--- src/hw/rtl/sart_pkg.sv ---
`timescale 1ns / 1ps
package sart_pkg;

   localparam int OFF_BITS        = 62;
   localparam int LEN_BITS        = 16;
   localparam int MAX_RANGES_DEF  = 8;

   // Result status codes
   typedef enum logic [1:0] {
      ST_HANDLED  = 2'd0,
      ST_BUFFERED = 2'd1,
      ST_FULL     = 2'd2,
      ST_OVERFLOW = 2'd3
   } status_type;

   typedef struct packed {
      logic [OFF_BITS-1:0] range_offset;
      logic [LEN_BITS-1:0] range_length;
      logic                range_fin;
   } req_type;

   typedef struct packed {
      logic [1:0]          status;
      logic [LEN_BITS-1:0] new_bytes;
      logic [OFF_BITS-1:0] acked_offset;
      logic                fin_acked;
   } rsp_type;

   // One stored out-of-order range, kept as [start, stop)
   typedef struct packed {
      logic                valid;
      logic [OFF_BITS-1:0] start;
      logic [OFF_BITS-1:0] stop;
      logic                fin;
   } entry_type;

   typedef enum logic [2:0] {
      CELL_HOLD,
      CELL_PULL,
      CELL_PUSH,
      CELL_LOAD,
      CELL_EXTEND
   } cell_cmd_type;

   typedef struct packed {
      cell_cmd_type cmd;
      entry_type    wdata;
   } cell_ctl_type;

   // Compare results of one cell against the item's range
   typedef struct packed {
      logic lt;
      logic cov;
      logic mrg;
      logic ext;
      logic lm;
   } cell_flag_type;

endpackage

--- src/hw/rtl/sart_cell.sv ---
`timescale 1ns / 1ps
module sart_cell
   import sart_pkg::*;
(
   input  logic                clock,
   input  logic                reset,
   input  cell_ctl_type        ctl,
   input  entry_type           left,
   input  entry_type           right,
   input  logic [OFF_BITS-1:0] key_off,
   input  logic [OFF_BITS-1:0] key_stop,
   output entry_type           q,
   output cell_flag_type       flag,
   output logic [LEN_BITS-1:0] ov
);

   entry_type           entry_ff;
   entry_type           entry_in;
   logic [OFF_BITS-1:0] lo;

   assign q = entry_ff;

   // Position of this entry relative to the item's range
   always_comb begin
      flag.lt  = entry_ff.valid && (entry_ff.start < key_off);
      flag.cov = entry_ff.valid && (entry_ff.start <= key_off) && (entry_ff.stop >= key_stop);
      flag.mrg = entry_ff.valid && (entry_ff.start >= key_off) && (entry_ff.start <= key_stop);
      flag.ext = flag.mrg && (entry_ff.stop > key_stop);
      flag.lm  = flag.lt && (entry_ff.stop >= key_off);
   end

   // Overlap with the item, only used for merged entries (never exceeds the length)
   always_comb begin
      lo = (entry_ff.stop < key_stop) ? entry_ff.stop : key_stop;
      ov = lo[LEN_BITS-1:0] - entry_ff.start[LEN_BITS-1:0];
   end

   always_comb begin
      entry_in = entry_ff;
      case (ctl.cmd)
         CELL_HOLD:   entry_in = entry_ff;
         CELL_PULL:   entry_in = right;
         CELL_PUSH:   entry_in = left;
         CELL_LOAD:   entry_in = ctl.wdata;
         CELL_EXTEND: begin
            entry_in.stop = ctl.wdata.stop;
            entry_in.fin  = ctl.wdata.fin;
         end
         default:     entry_in = entry_ff;
      endcase
   end

   // Only the valid bit is reset
   always_ff @(posedge clock) begin
      if (reset) begin
         entry_ff.valid <= 1'b0;
      end else begin
         entry_ff.valid <= entry_in.valid;
      end
      entry_ff.start <= entry_in.start;
      entry_ff.stop  <= entry_in.stop;
      entry_ff.fin   <= entry_in.fin;
   end

endmodule

--- config.mk ---
export PLATFORM = sky130hd
export DESIGN_NAME = sart_cell
export DESIGN_NICKNAME = d
export VERILOG_FILES = /design/src/hw/rtl/sart_pkg.sv /design/src/hw/rtl/sart_cell.sv
export SDC_FILE = /design/constraint.sdc
export NUM_CORES = 1
export LEC_CHECK = 0
export ABC_AREA = 1
export BUFFER_PORTS_ARGS = -buffer_cell sky130_fd_sc_hd__buf_2
export CAP_MARGIN = 20
export CORE_AREA = 2 2 254 256
export DETAILED_ROUTE_END_ITERATION = 16
export DIE_AREA = 0 0 256 258
export SKIP_LAST_GASP = 1
export SYNTH_ARGS = -nofsm -noshare
export SYNTH_HDL_FRONTEND = slang
export SYNTH_SLANG_ARGS = --single-unit
--- constraint.sdc ---
create_clock -name clock -period 7.9 [get_ports clock]
set_input_delay 0.79 -clock clock [delete_from_list [all_inputs] [get_ports clock]]
set_output_delay 0.79 -clock clock [all_outputs]
set_load 0.005 [all_outputs]
==> run metrics <==
number of flops mapped to enable cells by yosys 125; synthesized flop and latch total 126; post-route cell area 18080 um2; HP Class input pin to flop; Netlist cell types 43; clk slew on worst S/H paths 0.07 ns; post-synthesis simple-gate area fraction 24.91%; final hold vios 0; Register Area 3774 um2; Lkg Pwr 9.660 nW; Peak VDD IR 0.1316 mV; setup_tns 0 ns; register area share after synthesis 28.71%; site row count 93; final wirelength 58900 um; fraction of synthesized area in multiplexers 0%; clk buf depth 2; top post-synthesis cells by area edfxtp_1 29%, ha_1 25%, nand2_1 16%; Buffers on Ports 653; TritonCTS clock tree yes; Post-Synth XOR/XNOR Area 0.8663%; CTS buffer count 17; Reg2Reg Depth 2; # resized after CTS 0; post-route minimum period 5.457 ns; compound-gate portion of the synthesized area 12.79%; Synth Area in Adders 25.19%; global route total overflow 0; postcts setup bufs 0; synth warn 0; H-tree Lvls 4; Finished Core Util 28.41%; Die W 256 um; DRT Pass-1 Iters 5; largest family of logic cells by synthesized area adder cells; Die Y 258 um; Worst Setup EP ov[12]; area post-placement 17410 um2; Mapped Nets 2503; area leader, netlist edfxtp_1; origin of the worst setup path q[16]; Worst Skew 0 ns; first-pass GRT wire length 85220 um; Iter 0 DRT Violations 661; Post-synth top flop edfxtp_1; Arr. time, crit path 4.67 ns; Max-slew headroom 38.36%; Slew Limit Fails 0; initial antenna violation count 7; pin count of the biggest net entering global routing 73; period utilization 69.07%; mapped cell area 13140 um2; fin nets 3146; clock root buffer clkbuf_16; PD cells 172.5 nW/um2; HPWL Detailed 50470 um; WL per Instance 18.14 um; # IOs 654; reg2reg setup slack 6.97 ns; Final Wtd Congestion 0.8482; Crit Path Max Fanout 33; core area 63650 um2; vias in the first global route 13825; Worst Path Required 7.11 ns; post-synthesis async set-or-reset flop share 0%; RR Startpoint q[125]; Final setup violation count 0; via-per-instance ratio 4.298; startpoint types flop; area grow syn2layout 37.56%; Max Freq 0.1833 GHz; DR vias 13955; fillers 6956; status finished, final reports clean; area occupied by multi-input gates 8404 um2; DR DRC count 0; layout cells sized above 1 30.44%; Initial Util 20.65%; count of hold buffers inserted by post-cts repair 0; Crit Path Category flop to output port; Max Cap Violations 0; critical path capture point type output port; area share of the largest cell type after synthesis 28.56%; Critical R2R Capture q[125]; Least-Margin Pin Slew 0.9246 ns; most frequent cell after synthesis nand2_1; number of flip-flops in the largest register 126; Post-synth top cells 549 x nand2_1, 263 x ha_1, 210 x inv_1, 129 x a21oi_1, 125 x edfxtp_1; clock sinks 126; RSZ-0062 raised after global routing false; GRT Util Overall 17.57%; Skew-Pair Late Insertion Delay 0.47 ns; total die area 66050 um2; synthesized area per cell 7.589 um2; antenna-violating nets left 0; cell count after synthesis 1732
cell type report:
type	count	share of cell area (%)
multi-input combinational	1353	46.48
sequential	126	20.87
timing repair buffer	664	18.60
tap	855	5.917
inverter	213	4.429
clock buffer	18	2.374
clock inverter	14	1.273
antenna	4	0.05536
cell usage in the layout, fill, tap and decap left out, drive strengths merged, types with 2 or more instances in the layout:
master and n:
buf 664, o21ai 45, xnor2 5, a22oi 65
nor2 101, nor3 9, nand3 96, edfxtp 125
clkinv 3, bufinv 5, o211ai 4, a21o 6
diode 4, nor4 8, ha 263, nand2 552
xor2 8, a21oi 144, o21bai 5, o21a 5
inv 218, clkbuf 18, nor4b 2, nand4 26
worst min path at each step:
stage	slack, ns	startpoint	endpoint	cells after the start
after global routing	0.55	reset	q[125]	3
after detailed placement	0.75	q[125]	q[125]	2
after CTS	0.52	reset	q[125]	3
after global placement	0.73	q[125]	q[125]	2
final	0.57	reset	q[125]	3
after floorplan	0.55	q[125]	q[125]	2
logic make-up after synthesis:
group,after synthesis
adders and majority gates,264
and+or+nand+nor,798
buffers and inverters,253
AOI/OAI and AO/OA,278
xor gates and xnor gates,13
DFF,126
critical path: stages (launching register included):
cell and delay (ns):
edfxtp_1 0.57, ha_1 0.41, nand2_1 0.08, nand2_1 0.05, nand2_1 0.05, nand2_1 0.07
nand2_1 0.07, nand2_1 0.05, a21oi_1 0.22, nand2_1 0.15, nand2_2 0.14, nand2_4 0.25
nor2_1 0.22, a21oi_2 0.05, ha_1 0.23, fa_1 0.42, o21ai_1 0.24, a21boi_1 0.16
nor2_1 0.11, inv_1 0.06, nand3_1 0.06, nand2_1 0.08, o21ai_1 0.14, xor2_1 0.16
buf_2 0.13
per-layer routing:
layer	global-route usage, %	part of all wire [%]	vias to the layer above
li1	-	-	7188
met1	20.63	42	6188
met2	31.19	49	497
met3	4.388	5.9	74
met4	5.799	2.7	8
met5	0	0.10	-
report_power, final:
part           switching [mW]  total (mW)  internal, mW
Clock                   0.362       0.929         0.568
Sequential              0.113       0.959         0.846
Combinational           0.710        1.23         0.520
Total                    1.19        3.12          1.93
through the flow:
step,power [mW],hold WS (ns),worst slack [ns],instances
floorplan,1.640,0.5478,2.010,1732
global placement,2.212,0.7331,2.452,3210
detailed placement,2.226,0.7517,2.419,3211
CTS,3.188,0.5159,2.238,3243
global route,3.372,0.5495,2.004,3247
finish,3.118,0.5674,2.443,3247
Power figures use the tool's default switching activity.
